==> config.mk <==
export PLATFORM = sky130hd
export DESIGN_NAME = ibus_frame_decoder_flat
export DESIGN_NICKNAME = d
export VERILOG_FILES = /design/src/rtl/core/ibfd_pkg.sv /design/src/rtl/core/ibfd_in_if.sv /design/src/rtl/core/ibfd_out_if.sv /design/src/rtl/core/ibfd_front.sv /design/src/rtl/core/ibfd_queue.sv /design/src/rtl/core/ibfd_back.sv /design/src/rtl/core/ibus_frame_decoder.sv /design/src/flat_wrapper.sv
export VERILOG_INCLUDE_DIRS = /design/src /design/src/rtl/core
export SDC_FILE = /design/constraint.sdc
export NUM_CORES = 1
export LEC_CHECK = 0
export CAP_MARGIN = 15
export CORE_MARGIN = 2
export CORE_UTILIZATION = 40
export DETAILED_ROUTE_END_ITERATION = 8
export DONT_BUFFER_PORTS = 1
export PLACE_DENSITY = 0.52
export SETUP_SLACK_MARGIN = 0.5
export SKIP_LAST_GASP = 1
export SLEW_MARGIN = 20
export SYNTH_ARGS = -nofsm -noshare
export SYNTH_HDL_FRONTEND = slang
export SYNTH_SLANG_ARGS = --single-unit
==> constraint.sdc <==
create_clock -name clk -period 2.4 [get_ports clk]
set_input_delay 0.36 -clock clk [delete_from_list [all_inputs] [get_ports clk]]
set_output_delay 0.36 -clock clk [all_outputs]
set_load 0.02 [all_outputs]
==> src/rtl/core/ibus_frame_decoder_macros.svh <==
// Assertion helpers shared by the decoder modules.
`ifndef IBUS_FRAME_DECODER_MACROS_SVH
`define IBUS_FRAME_DECODER_MACROS_SVH

// Same-cycle implication, ignored while reset is asserted.
`define IBFD_ASSERT_NOW(label, ante, cons) \
  label: assert property (@(posedge clk) disable iff (!rst_n) (ante) |-> (cons)) \
    else $error("ibfd check failed");

// Next-cycle implication, ignored while reset is asserted.
`define IBFD_ASSERT_NEXT(label, ante, cons) \
  label: assert property (@(posedge clk) disable iff (!rst_n) (ante) |=> (cons)) \
    else $error("ibfd check failed");

`endif

==> src/rtl/core/ibfd_pkg.sv <==
`timescale 1ns / 1ps
package ibfd_pkg;

  localparam int CHANNEL_COUNT = 14;
  localparam int BUF_IDX_W     = (CHANNEL_COUNT > 1) ? $clog2(CHANNEL_COUNT) : 1;
  localparam int CH_IDX_W      = 4;
  localparam int POS_W         = 5;

  localparam logic [7:0]       HEADER_BYTE = 8'h20;
  localparam logic [15:0]      CHECK_INIT  = 16'hFFFF;
  localparam logic [POS_W-1:0] CHECK_POS   = 5'd30;
  localparam logic [POS_W-1:0] LAST_POS    = 5'd31;
  localparam logic [POS_W-1:0] FIRST_DATA  = 5'd2;

  localparam logic [CH_IDX_W-1:0] LAST_IDX = CH_IDX_W'(CHANNEL_COUNT - 1);
  localparam logic [BUF_IDX_W-1:0] LAST_BUF = BUF_IDX_W'(CHANNEL_COUNT - 1);

  // Queue write side: one channel word per push.
  typedef struct packed {
    logic        push;
    logic [15:0] data;
  } ibfd_qwr_t;

  // Queue read side status.
  typedef struct packed {
    logic        empty;
    logic [15:0] data;
  } ibfd_qrd_t;

endpackage

==> src/rtl/core/ibfd_in_if.sv <==
`timescale 1ns / 1ps
interface ibfd_in_if;
  logic       valid;
  logic       ready;
  logic [7:0] rx_byte;

  modport source (output valid, output rx_byte, input ready);
  modport sink   (input valid, input rx_byte, output ready);
endinterface

==> src/rtl/core/ibfd_out_if.sv <==
`timescale 1ns / 1ps
interface ibfd_out_if;
  logic                          valid;
  logic                          ready;
  logic [ibfd_pkg::CH_IDX_W-1:0] channel_index;
  logic [15:0]                   channel_value;
  logic                          last_channel;

  modport source (output valid, output channel_index, output channel_value,
                  output last_channel, input ready);
  modport sink   (input valid, input channel_index, input channel_value,
                  input last_channel, output ready);
endinterface

==> src/rtl/core/ibfd_front.sv <==
`timescale 1ns / 1ps
`include "ibus_frame_decoder_macros.svh"
module ibfd_front (
  input  logic                clk,
  input  logic                rst_n,
  ibfd_in_if.sink             in_bus,
  output ibfd_pkg::ibfd_qwr_t q_wr,
  input  logic                q_full
);
  import ibfd_pkg::*;

  typedef enum logic [2:0] {
    ST_HUNT  = 3'b001,
    ST_FRAME = 3'b010,
    ST_DRAIN = 3'b100
  } front_state_t;

  front_state_t         state_r, state_nxt;
  logic [POS_W-1:0]     pos_r, pos_nxt;
  logic [15:0]          csum_r, csum_nxt;
  logic [7:0]           csum_lo_r;
  logic [7:0]           pend_r;
  logic [15:0]          buf_r [CHANNEL_COUNT];
  logic [BUF_IDX_W-1:0] sweep_r, sweep_nxt;
  logic                 xfer;
  logic [CH_IDX_W-1:0]  wr_k;
  logic                 csum_ok;

  assign in_bus.ready = (state_r != ST_DRAIN);
  assign xfer         = in_bus.valid && in_bus.ready;
  assign wr_k         = pos_r[4:1] - 4'd1;
  assign csum_ok      = ({in_bus.rx_byte, csum_lo_r} == csum_r);

  assign q_wr.push = (state_r == ST_DRAIN) && !q_full;
  assign q_wr.data = buf_r[sweep_r];

  always_comb begin
    state_nxt = state_r;
    pos_nxt   = pos_r;
    csum_nxt  = csum_r;
    sweep_nxt = sweep_r;
    unique case (state_r)
      ST_HUNT: begin
        if (xfer && in_bus.rx_byte == HEADER_BYTE) begin
          state_nxt = ST_FRAME;
          pos_nxt   = POS_W'(1);
          csum_nxt  = CHECK_INIT - {8'd0, HEADER_BYTE};
        end
      end
      ST_FRAME: begin
        if (xfer) begin
          pos_nxt = pos_r + POS_W'(1);
          if (pos_r < CHECK_POS) begin
            csum_nxt = csum_r - {8'd0, in_bus.rx_byte};
          end else if (pos_r == LAST_POS) begin
            // Good checksum: hand the words over, else drop the frame.
            state_nxt = csum_ok ? ST_DRAIN : ST_HUNT;
            pos_nxt   = '0;
            csum_nxt  = CHECK_INIT;
            sweep_nxt = '0;
          end
        end
      end
      ST_DRAIN: begin
        if (!q_full) begin
          if (sweep_r == LAST_BUF) begin
            state_nxt = ST_HUNT;
          end else begin
            sweep_nxt = sweep_r + BUF_IDX_W'(1);
          end
        end
      end
      default: state_nxt = ST_HUNT;
    endcase
  end

  always_ff @(posedge clk) begin
    if (!rst_n) begin
      state_r <= ST_HUNT;
      pos_r   <= '0;
      csum_r  <= CHECK_INIT;
      sweep_r <= '0;
    end else begin
      state_r <= state_nxt;
      pos_r   <= pos_nxt;
      csum_r  <= csum_nxt;
      sweep_r <= sweep_nxt;
    end
  end

  // Frame payload capture.
  always_ff @(posedge clk) begin
    if (state_r == ST_FRAME && xfer) begin
      if (pos_r == CHECK_POS) begin
        csum_lo_r <= in_bus.rx_byte;
      end else if (pos_r < CHECK_POS && pos_r >= FIRST_DATA) begin
        if (!pos_r[0]) begin
          pend_r <= in_bus.rx_byte;
        end else if (wr_k < CH_IDX_W'(CHANNEL_COUNT)) begin
          buf_r[wr_k[BUF_IDX_W-1:0]] <= {in_bus.rx_byte, pend_r};
        end
      end
    end
  end

  `IBFD_ASSERT_NOW(a_drain_blocks_input, state_r == ST_DRAIN, !in_bus.ready)
endmodule

==> src/rtl/core/ibfd_queue.sv <==
`timescale 1ns / 1ps
`include "ibus_frame_decoder_macros.svh"
module ibfd_queue (
  input  logic                clk,
  input  logic                rst_n,
  input  ibfd_pkg::ibfd_qwr_t q_wr,
  output logic                q_full,
  input  logic                q_pop,
  output ibfd_pkg::ibfd_qrd_t q_rd
);
  import ibfd_pkg::*;

  logic [15:0] mem_r [2];
  logic        wp_r, rp_r;
  logic [1:0]  cnt_r, cnt_nxt;
  logic        do_pop;

  assign q_full     = (cnt_r == 2'd2);
  assign q_rd.empty = (cnt_r == 2'd0);
  assign q_rd.data  = mem_r[rp_r];
  assign do_pop     = q_pop && !q_rd.empty;

  always_comb begin
    cnt_nxt = cnt_r;
    case ({q_wr.push, do_pop})
      2'b10:   cnt_nxt = cnt_r + 2'd1;
      2'b01:   cnt_nxt = cnt_r - 2'd1;
      default: cnt_nxt = cnt_r;
    endcase
  end

  always_ff @(posedge clk) begin
    if (!rst_n) begin
      wp_r  <= 1'b0;
      rp_r  <= 1'b0;
      cnt_r <= 2'd0;
    end else begin
      cnt_r <= cnt_nxt;
      if (q_wr.push) wp_r <= ~wp_r;
      if (do_pop)    rp_r <= ~rp_r;
    end
  end

  always_ff @(posedge clk) begin
    if (q_wr.push) mem_r[wp_r] <= q_wr.data;
  end

  `IBFD_ASSERT_NOW(a_no_overflow, q_wr.push, !q_full)
  `IBFD_ASSERT_NOW(a_count_bound, 1'b1, cnt_r != 2'd3)
endmodule

==> src/rtl/core/ibfd_back.sv <==
`timescale 1ns / 1ps
`include "ibus_frame_decoder_macros.svh"
module ibfd_back (
  input  logic                clk,
  input  logic                rst_n,
  input  ibfd_pkg::ibfd_qrd_t q_rd,
  output logic                q_pop,
  ibfd_out_if.source          out_bus
);
  import ibfd_pkg::*;

  logic                valid_r;
  logic [CH_IDX_W-1:0] idx_r, cnt_r;
  logic [15:0]         val_r;
  logic                last_r;
  logic                load;

  assign load  = (!valid_r || out_bus.ready) && !q_rd.empty;
  assign q_pop = load;

  assign out_bus.valid         = valid_r;
  assign out_bus.channel_index = idx_r;
  assign out_bus.channel_value = val_r;
  assign out_bus.last_channel  = last_r;

  always_ff @(posedge clk) begin
    if (!rst_n) begin
      valid_r <= 1'b0;
      cnt_r   <= '0;
    end else begin
      if (load) begin
        valid_r <= 1'b1;
        cnt_r   <= (cnt_r == LAST_IDX) ? '0 : cnt_r + CH_IDX_W'(1);
      end else if (out_bus.ready) begin
        valid_r <= 1'b0;
      end
    end
  end

  // Words arrive in channel order, a whole frame at a time.
  always_ff @(posedge clk) begin
    if (load) begin
      val_r  <= q_rd.data;
      idx_r  <= cnt_r;
      last_r <= (cnt_r == LAST_IDX);
    end
  end

  `IBFD_ASSERT_NOW(a_last_idx, valid_r && last_r, idx_r == LAST_IDX)
  `IBFD_ASSERT_NEXT(a_cnt_restart, valid_r && last_r && out_bus.ready && !load,
                    cnt_r == '0)
endmodule

==> src/rtl/core/ibus_frame_decoder.sv <==
`timescale 1ns / 1ps
// Channel   Dir  Payload                                        Handshake
// in_bus    in   rx_byte[7:0]                                   valid/ready
// out_bus   out  channel_index[3:0] channel_value[15:0] last    valid/ready
//
// The front accepts received bytes back to back while in_bus.ready is high.
// After a frame's final byte with a good checksum, the front moves the 14 channel words,
// one at a time, into a two-entry queue; in_bus.ready is low during that time.
// Results leave one per cycle through the output register while out_bus.ready is high.
// Reset (rst_n low, synchronous) returns to hunting for the header and empties the queue.
// A stall on out_bus fills the queue and holds the front's word sweep until it drains.
module ibus_frame_decoder (
  input  logic       clk,
  input  logic       rst_n,
  ibfd_in_if.sink    in_bus,
  ibfd_out_if.source out_bus
);
  import ibfd_pkg::*;

  ibfd_qwr_t q_wr;
  ibfd_qrd_t q_rd;
  logic      q_full;
  logic      q_pop;

  // Front: hunt for the header, track position and checksum, buffer channel words.
  ibfd_front u_front (
    .clk    (clk),
    .rst_n  (rst_n),
    .in_bus (in_bus),
    .q_wr   (q_wr),
    .q_full (q_full)
  );

  // Queue: decouple the word sweep from the output stall.
  ibfd_queue u_queue (
    .clk    (clk),
    .rst_n  (rst_n),
    .q_wr   (q_wr),
    .q_full (q_full),
    .q_pop  (q_pop),
    .q_rd   (q_rd)
  );

  // Back: number the words, mark the last channel, hold the result for transfer.
  ibfd_back u_back (
    .clk     (clk),
    .rst_n   (rst_n),
    .q_rd    (q_rd),
    .q_pop   (q_pop),
    .out_bus (out_bus)
  );
endmodule
==> src/flat_wrapper.sv <==
// flat-port wrapper written by rule: the top's interface ports become plain ports
module ibus_frame_decoder_flat import ibfd_pkg::*;
  (clk, rst_n, in_bus_valid, in_bus_rx_byte, in_bus_ready, out_bus_valid, out_bus_channel_index, out_bus_channel_value, out_bus_last_channel, out_bus_ready);
  ibfd_in_if in_bus_i ();
  ibfd_out_if out_bus_i ();
  input  logic clk;
  input  logic rst_n;
  input wire logic [$bits(in_bus_i.valid)-1:0] in_bus_valid;
  input wire logic [$bits(in_bus_i.rx_byte)-1:0] in_bus_rx_byte;
  output wire logic [$bits(in_bus_i.ready)-1:0] in_bus_ready;
  output wire logic [$bits(out_bus_i.valid)-1:0] out_bus_valid;
  output wire logic [$bits(out_bus_i.channel_index)-1:0] out_bus_channel_index;
  output wire logic [$bits(out_bus_i.channel_value)-1:0] out_bus_channel_value;
  output wire logic [$bits(out_bus_i.last_channel)-1:0] out_bus_last_channel;
  input wire logic [$bits(out_bus_i.ready)-1:0] out_bus_ready;
  assign in_bus_i.valid = in_bus_valid;
  assign in_bus_i.rx_byte = in_bus_rx_byte;
  assign in_bus_ready = in_bus_i.ready;
  assign out_bus_valid = out_bus_i.valid;
  assign out_bus_channel_index = out_bus_i.channel_index;
  assign out_bus_channel_value = out_bus_i.channel_value;
  assign out_bus_last_channel = out_bus_i.last_channel;
  assign out_bus_i.ready = out_bus_ready;
  ibus_frame_decoder u_core (.clk(clk), .rst_n(rst_n), .in_bus(in_bus_i), .out_bus(out_bus_i));
endmodule
Word-level counts from Yosys, hierarchy flattened
Memory sizes are Yosys's and may differ from the RTL's. A register that Yosys moved wholly into a read port is not among the register bits.
Cells that the tools add are included.

storage, ports and cells
  flip-flop bits (word level) = 58
  memory bits (writable) = 256
  output and inout port bits = 23
  memories = 2
  word-level logic and storage cells = 110
  input bits = 12

memory list
  memory                words  width  read ports  clocked after memory_dff  write ports  line              RTL
  u_core.u_front.buf_r  14     16     1           1                         1            ibfd_front.sv:23  logic [15:0] buf_r [CHANNEL_COUNT];
  u_core.u_queue.mem_r  2      16     1           1                         1            ibfd_queue.sv:13  logic [15:0] mem_r [2];

cells by class
  equality and inequality tests = 21
  add/sub/neg operators = 7
  reduce and logical (&&, ||, !) cells = 22
  bitwise gates (word level) = 4
  magnitude comparators = 3
  muxes and demuxes = 38

operator list
  operator             count
  $mux 16              4
  $mux 4               8
  $pmux 16 s2          1
  $mux 3               7
  $mux 5               4
  $eq 16x16->1         1
  $sub 16x8->16        1
  $ne 2x2->1 const B   6
  $reduce_and 6->1     2
  $eq 5x5->1 const B   2
  $mux 1               10
  $pmux 5 s2           1
  $pmux 3 s3           1
  $add 4x1->4 const B  2
  $eq 4x4->1 const B   2
  $eq 8x6->1 const B   1
  $pmux 4 s2           1
  $reduce_and 4->1     2
  $reduce_bool 2->1    4
  $logic_and 1x1->1    7
  $ne 3x3->1 const B   2
  $add 5x1->5 const B  1
  $ge 5x2->1 const B   1
  $lt 5x5->1 const B   1
  17 further kinds     23

Logic depth before layout (Yosys ltp)
Gate-level depths: netlist of the first run.

  depth in word-level cells = 8
  gate-level depth with buffers = 8
  gate-level depth less buffers = 8

Hierarchy
From an unflattened synthesis of the first run, not the netlist that was laid out.

unflattened totals
  cell total of the unflattened synthesis = 782
  area total of the unflattened synthesis = 13689.4 um2

by module, submodules not included
  module      area an instance (um2)  seq. area each (um2)  times used  cells each
  ibfd_front  11438.5                 7847.5                1           659
  ibfd_queue  1375.1                  1061.0                1           73
  ibfd_back   875.8                   730.7                 1           50

Least setup slack after synthesis of the first run
OpenSTA, ideal clock, no wires.

  kind = register to register
  start = register u_core.u_back.valid_r (netlist: u_core.u_back.out_bus.valid)
  end = register u_core.u_queue.cnt_r[1]
  arrival time = 2.584 ns
  setup time = 0.076 ns
  setup slack = -0.259 ns
  data required time = 2.324 ns
  buffers on the path = 0
  clock period less this slack = 2.659 ns
  cell stages (with the launch flop) = 6
  cell sequence = dfxtp_1 nor2b_1 nor2_1 ha_1 or3_1 a21boi_0

on the way
  longest elaborated chain between the ends = 6
  elaborated cells on any way between the ends = 8
  those cells by class = 2 x eq/ne; 1 x mux; 5 x reduce/logical

RTL lines
  what                                                    line                      RTL
  start: declaration                                      ibfd_back.sv:12           logic valid_r;
  start signal: assignment                                ibfd_back.sv:28           valid_r <= 1'b0;
  start signal: assignment                                ibfd_back.sv:32           valid_r <= 1'b1;
  start signal: assignment                                ibfd_back.sv:35           valid_r <= 1'b0;
  $logic_not 1->1 *                                       ibfd_back.sv:18           assign load = (!valid_r || out_bus.ready) && !q_rd.empty;
  $logic_or 1x1->1 *                                      ibfd_back.sv:18
  $logic_and 1x1->1 *                                     ibfd_back.sv:18
  net u_core.q_pop                                        ibus_frame_decoder.sv:23  logic q_pop;
  $logic_and 1x1->1 *                                     ibfd_queue.sv:21          assign do_pop = q_pop && !q_rd.empty;
  $eq 2x1->1 / $eq 2x2->1 (equally long branches)         ibfd_queue.sv:25          case ({q_wr.push, do_pop})
  $pmux 2 s2 / $reduce_bool 2->1 (equally long branches)  --
  end signal: assignment                                  ibfd_queue.sv:38          cnt_r <= cnt_nxt;
  end: declaration                                        ibfd_queue.sv:15          logic [1:0] cnt_r, cnt_nxt;

The timed path passes the listed nets; every way through them passes the cells marked *.
A chain may end at the register's enable or synchronous reset.

Worst setup path in the final report of the first run
  start = register u_core.u_front.pos_r[0]
  end = memory u_core.u_front.buf_r[13][15] (enable)

on the way
  longest elaborated chain between the ends = 6
  elaborated cells on any way between the ends = 9
  those cells by class = 2 x order compare; 1 x eq/ne; 5 x mux; 1 x reduce/logical

RTL lines
  what                                             line               RTL
  start: declaration                               ibfd_front.sv:19   logic [POS_W-1:0] pos_r, pos_nxt;
  start signal: assignment                         ibfd_front.sv:85   pos_r <= pos_nxt;
  $lt 5x5->1 / $ge 5x2->1 (equally long branches)  ibfd_front.sv:96   end else if (pos_r < CHECK_POS && pos_r >= FIRST_DATA) begin
  $logic_and 1x1->1                                ibfd_front.sv:96
  $mux 1                                           ibfd_front.sv:96
  $mux 1 *                                         ibfd_front.sv:94   if (pos_r == CHECK_POS) begin
  $mux 1 *                                         ibfd_front.sv:93   if (state_r == ST_FRAME && xfer) begin
  $mux 1 (implied by the code) *                   ibfd_front.sv:100  buf_r[wr_k[BUF_IDX_W-1:0]] <= {in_bus.rx_byte, pend_r};
  end: declaration                                 ibfd_front.sv:23

Every way passes the cells marked *; elsewhere a longest branch is shown, timed or not.

==> results of run 1 <==
==> layout make-up <==
cell class	instances	area (um^2)	share of cell area, %
timing repair buffer	63	711	4.37
inverter	20	85.1	0.523
multi-input combinational	364	4140	25.4
tap	448	561	3.44
clock inverter	16	128	0.784
clock buffer	48	1020	6.26
sequential	334	9640	59.2
==> placed cells by master, fill, tap and decap left out, types with 8 or more instances in the layout <==
| cell type | instances |
|---|---|
| edfxtp_1 | 293 |
| mux4_2 | 64 |
| clkbuf_16 | 38 |
| buf_4 | 32 |
| dfxtp_1 | 31 |
| mux2_2 | 25 |
| and2_4 | 24 |
| nand2_1 | 23 |
| xor2_1 | 19 |
| inv_1 | 14 |
| ha_1 | 13 |
| nor2_1 | 11 |
| nand3_1 | 11 |
| clkinv_1 | 11 |
| nor3_1 | 10 |
| o21ai_0 | 10 |
| dlygate4sd3_1 | 9 |
| buf_6 | 8 |
| buf_12 | 8 |
==> layer usage <==
| layer | vias to the layer above | wire length, um | GRT usage (%) | part of all wire (%) |
|---|---|---|---|---|
| met5 | - | 0 | 0 | 0 |
| met4 | 0 | 820 | 5.42 | 2.6 |
| met3 | 42 | 1650 | 3.43 | 5.1 |
| met2 | 169 | 15300 | 30.3 | 48 |
| met1 | 3737 | 14300 | 25.7 | 45 |
| li1 | 3129 | - | - | - |
==> where the power goes <==
group          total [mW]  internal, mW  switching [mW]
clock network        5.32          3.19            2.13
registers            6.67          6.45           0.222
logic               0.463         0.215           0.248
total                12.5          9.85            2.60
==> path summary, 6_finish.rpt <==
kind	start	to	slack [ns]	cells past startpoint
min	rst_n	u_core.u_front.state_r[2]	0.02	1
max	u_core.u_front.pos_r[0]	u_core.u_front.buf_r[13][15]	0.21	7
min reg2reg	u_core.u_front.sweep_r[3]	u_core.u_front.sweep_r[3]	0.50	1
max reg2reg	u_core.u_front.pos_r[0]	u_core.u_front.buf_r[13][15]	0.21	7
==> flip-flops by register name, summed over array words and instances (netlist names), 2 cells and up, named ones only <==
register	flops
u_core.u_front.sweep_r	4
u_core.u_front.pos_r	5
u_core.u_front.pend_r	8
u_core.u_front.csum_r	16
u_core.u_front.state_r	3
u_core.u_queue.mem_r	32
u_core.u_front.buf_r	224
u_core.u_back.out_bus.channel_index	4
u_core.u_back.out_bus.channel_value	16
u_core.u_front.csum_lo_r	8
u_core.u_back.cnt_r	4
u_core.u_queue.cnt_r	2
==> critical path, cell delays in order (launching register included) <==
cell	delay, ns
dfxtp_4	0.36
inv_4	0.04
ha_4	0.15
a21oi_2	0.11
o211ai_1	0.13
or3_4	0.42
nor3b_4	0.37
and2_4	0.31
==> logic make-up after synthesis <==
| kind of cell | synth area share [%] |
|---|---|
| flip-flops | 71.4 |
| AND/OR/NAND/NOR | 5.95 |
| multiplexers | 13.7 |
| AO/OA/AOI/OAI | 4.22 |
| buffers and inverters | 1.36 |
| XOR/XNOR | 1.37 |
| adder cells (fa/ha/maj) | 2.01 |
==> repair_timing <==
action / CTS / global route
cloned: 17 / 0
pin swaps: 25 / 11
setup buffers: 21 / 4
resized for setup: 66 / 28
setup endpoints to repair: 281 / 300
hold buffers: 9 / 0
hold endpoints to repair: 152 / 0
==> summary.md, run 1 <==
| Metric | Value |
|---|---|
| Outcome | finished, final reports clean |
| Worst Hold Class | in -> reg |
| Async SR Flop Fraction | 0% |
| Crit Path Category | reg -> reg |
| Finished Layout Cells | 1293 |
| Slew @ Worst Pin | 0.948 ns |
| Pwr Total | 12.5 mW |
| H-tree Lvls | 2 |
| Post-synth top area cell | edfxtp_1 |
| Initial antenna violation count | 0 |
| Routed wire length | 32100 um |
| Setup crit start kind | register |
| First DRT Iteration DRCs | 568 |
| Synthesis Warnings | 0 |
| Final worst-path cycle share | 91.2% |
| Core area | 33400 um^2 |
| CTS Buffer Depth | 3 |
| Placed cell areas | 14300 um^2 |
| Dpl ws | 0.118 ns |
| Fmax achieved | 457 MHz |
| Number of synthesized register bits | 334 |
| Clk_skew | 0.0138 ns |
| Final setup fails | 0 |
| Num rows | 67 |
| Max_cap viols | 0 |
| Final Critical Period | 2.19 ns |
| CP required | 2.61 ns |
| Area of the mapped netlist | 13500 um^2 |
| Count leader, synth | edfxtp_1 |
| Synthesized Nets | 765 |
| Global route overflow | 0 |
| Die width | 187 um |
| Leak pwr | 5.19 nW |
| Netlist cell types | 68 |
| Vias in the first global route | 7364 |
| Pwr Density | 765 nW/um^2 |
| DRT Pass-1 Iters | 5 |
| Routed Antenna Nets | 0 |
| Largest net degree at the start of global routing | 27 |
| I/O pin count | 35 |
| Crit Path Max Fanout | 8 |
| Final hold vios | 0 |
| Layout cells sized above 1 | 33.7% |
| Final slew viol count | 0 |
| Critical path arrival | 2.40 ns |
| Maximum VDD drop | 497 uV |
| Final hold slack | 0.0171 ns |
| Post-DP HPWL | 19100 um |
| Total Nets Final | 852 |
| Fin Setup TNS | 0 ns |
| Die area | 35200 um^2 |
| Initial Util | 40.4% |
| Top cell type's share of synthesized area | 65.3% |
| Routed vias | 7077 |
| Max-slew headroom | 36.6% |
| CTS tree | done |
| Final worst setup slack | 0.211 ns |
| EDFF count, synth | 293 |
| Crit end category | register |
| First-pass GRT wire length | 47700 um |
| Cells after DPL | 1178 |
| I/O Buffers | 0 |
| Die Y-Extent | 187 um |
| Vias per Instance | 5.47 |
| Reg clk slew, reported paths | 0.06 ns |
| Fillers | 2777 |
| GRT Resource Usage Total | 18.6% |
| CTS Root Cell | clkbuf_16 |
| Synth cell count leaders | edfxtp_1, mux4_2, dfxtp_1 |
| Synthesized instance count | 732 |
| Antenna diode count | 0 |
| Register area share after synthesis | 71.4% |
| GP Congestion | 0.793 |
| Synth top area cells | edfxtp_1, mux4_2, dfxtp_1, mux2_2, ha_1 |
| Post-route cell area | 16300 um^2 |
| Clock sinks | 334 |
| Skew-Pair Late Insertion Delay | 0.52 ns |
| DRC viols | 0 |
| Syn_area_per_cell | 18.4 um^2 |
| Fin util | 48.8% |
| Primary FF master, synth | edfxtp_1 |
| RSZ-0062 raised after global routing | yes |
| Num CTS Buffers | 36 |
| WL/cell | 24.8 um |
| Synth-to-Final Area Change | 20.9% |
No activity file was read; power rests on OpenSTA's default activity.
==> inputs of run 2 (changes only) <==
==> constraint.sdc (replaced) <==
create_clock -name clk -period 2.4 [get_ports clk]
set_input_delay 0.12 -clock clk [delete_from_list [all_inputs] [get_ports clk]]
set_output_delay 0.12 -clock clk [all_outputs]
set_load 0.02 [all_outputs]
==> run 2 against run 1 <==
Compared with the run above: core utilization is 0.29 points lower; worst hold slack worse by 0.014 ns; clock skew is 0.00086 ns higher; non-clock buffer count is 2 lower; clock-buffer cell count is 4 lower; critical path type unchanged; largest power group unchanged.
==> summary.md, run 2 (same netlist as run 1, synthesis figures left out) <==
| Metric | Value |
|---|---|
| Num CTS Buffers | 36 |
| Final slew viol count | 0 |
| Routed wire length | 32000 um |
| CP max stage delay | 0.44 ns |
| Post-route cell area | 16200 um^2 |
| DRC viols | 0 |
| Leak pwr | 5.15 nW |
| Routed vias | 6952 |
| Maximum VDD drop | 546 uV |
| Crit path cell chain | inv_4, ha_4, nand2b_4, nor2_4, or3_4, nor3b_4, and2_4 |
| Num rows | 67 |
| Slowest CP cell | or3_4 |
| DRT Pass-1 Iters | 7 |
| Initial Util | 40.4% |
| Synth-to-Final Area Change | 20.2% |
| Most frequent cells in the layout | edfxtp_1, mux4_2, clkbuf_16, dfxtp_1, buf_4 |
| Initial antenna violation count | 1 |
| Routed Antenna Nets | 0 |
| Outcome | finished, final reports clean |
| Crit Path Max Fanout | 8 |
| Crit Reg-Reg Startpoint | u_core.u_front.pos_r[1] |
| Max_cap viols | 0 |
| Die Y-Extent | 187 um |
| First-pass GRT wire length | 46800 um |
| Fillers | 2801 |
| Largest net degree at the start of global routing | 27 |
| Setup crit start kind | register |
| Finished Layout Cells | 1286 |
| Min-delay src | in_bus_rx_byte[3] |
| Reg clk slew, reported paths | 0.06 ns |
| Max-slew headroom | 42.2% |
| RSZ-0062 raised after global routing | yes |
| Core area | 33400 um^2 |
| Placed cell areas | 14300 um^2 |
| Clock sinks | 334 |
| Vias in the first global route | 7267 |
| GP Congestion | 0.800 |
| CTS tree | done |
| Slew @ Worst Pin | 0.864 ns |
| Die area | 35200 um^2 |
| Setup crit start | u_core.u_front.pos_r[1] |
| First DRT Iteration DRCs | 566 |
| Crit Path Category | reg -> reg |
| Die width | 187 um |
| WL/cell | 24.9 um |
| I/O Buffers | 0 |
| Largest register FFs | 224 |
| CTS Buffer Depth | 3 |
| Post-DP HPWL | 19100 um |
| CTS Root Cell | clkbuf_16 |
| Skew-Pair Late Insertion Delay | 0.51 ns |
| Final Critical Period | 2.18 ns |
| Final hold vios | 0 |
| H-tree Lvls | 2 |
| Global route overflow | 0 |
| Pwr Density | 748 nW/um^2 |
| Crit end category | register |
| Antenna diode count | 0 |
| Cells after DPL | 1179 |
| GRT Resource Usage Total | 18.3% |
| Vias per Instance | 5.41 |
| Worst Hold Class | in -> reg |
| Final worst-path cycle share | 90.8% |
| Fmax achieved | 459 MHz |
| CP required | 2.60 ns |
| Critical path arrival | 2.38 ns |
| Most common cell after layout, fill and taps aside | edfxtp_1 |
| Fin Setup TNS | 0 ns |
| Clk_skew | 0.0147 ns |
| I/O pin count | 35 |
| Total Nets Final | 850 |
| Layout cells sized above 1 | 33.5% |
| Final setup fails | 0 |
[run 2: cell types whose count changed in the layout (fill, tap and decap cells not counted), sizes merged]
cell          before  now
bufinv             2    1
inv               20   21
dlygate4sd3        9   13
buf               54   46
clkbuf            48   45
clkinv            14   13
dlymetal6s4s       0    1
[run 2: power breakdown]
group / switching [mW] / internal [mW] / total [mW]
registers: 0.223 / 6.45 / 6.67
logic: 0.255 / 0.223 / 0.478
clock network: 2.10 / 2.85 / 4.95
[run 2: routing by layer]
| layer | up-vias | global-route usage (%) | part of all wire (%) |
|---|---|---|---|
| li1 | 3130 | - | - |
| met1 | 3603 | 24.8 | 43 |
| met2 | 178 | 30.7 | 49 |
| met3 | 41 | 3.49 | 5.5 |
| met4 | 0 | 4.69 | 2.1 |
| met5 | - | 0 | 0 |
[run 2: area by class of cell]
type	count	area, um^2	share of cell area, %
multi-input combinational	364	4140	25.6
clock inverter	15	105	0.649
timing repair buffer	61	721	4.45
inverter	20	82.6	0.510
sequential	334	9650	59.6
tap	448	561	3.46
clock buffer	44	931	5.75
[run 2: stage by stage]
step	utilization, %	hold WS, ns	power (mW)	setup WS (ns)
after CTS	47.9	0.000644	12.2	0.235
after detailed placement	42.9	0.207	7.17	0.0751
final	48.5	0.00282	12.1	0.221
after global placement	42.9	0.202	7.15	0.138
after floorplan	-	0.219	7.08	0.330
after global routing	48.5	0.0149	12.5	0.160
[run 2: final timing paths]
path                                                    end  slack, ns  depth (start not counted)
worst min-delay path              u_core.u_front.state_r[0]      0.003                          3
worst max-delay path            u_core.u_front.buf_r[13][3]       0.22                          7
worst min register to register                     register       0.51                          1
worst max register to register  u_core.u_front.buf_r[13][3]       0.22                          7
[run 2: worst max-delay path, delay by kind of cell (launching register included)]
family | cells | cell delay (ns)
fa+ha+maj | 1 | 0.17
buf+inv | 1 | 0.05
flops | 1 | 0.41
simple gates | 5 | 1.23
[run 2: repair_timing]
action / 4_1_cts / 5_1_grt
setup endpoints to repair: 281 / 315
pin swaps: 28 / 8
hold buffers: 14 / 0
resized for setup: 61 / 32
endpoints found under the hold margin: 168 / 0
cloned: 15 / 2
buffers inserted: 14 / 3
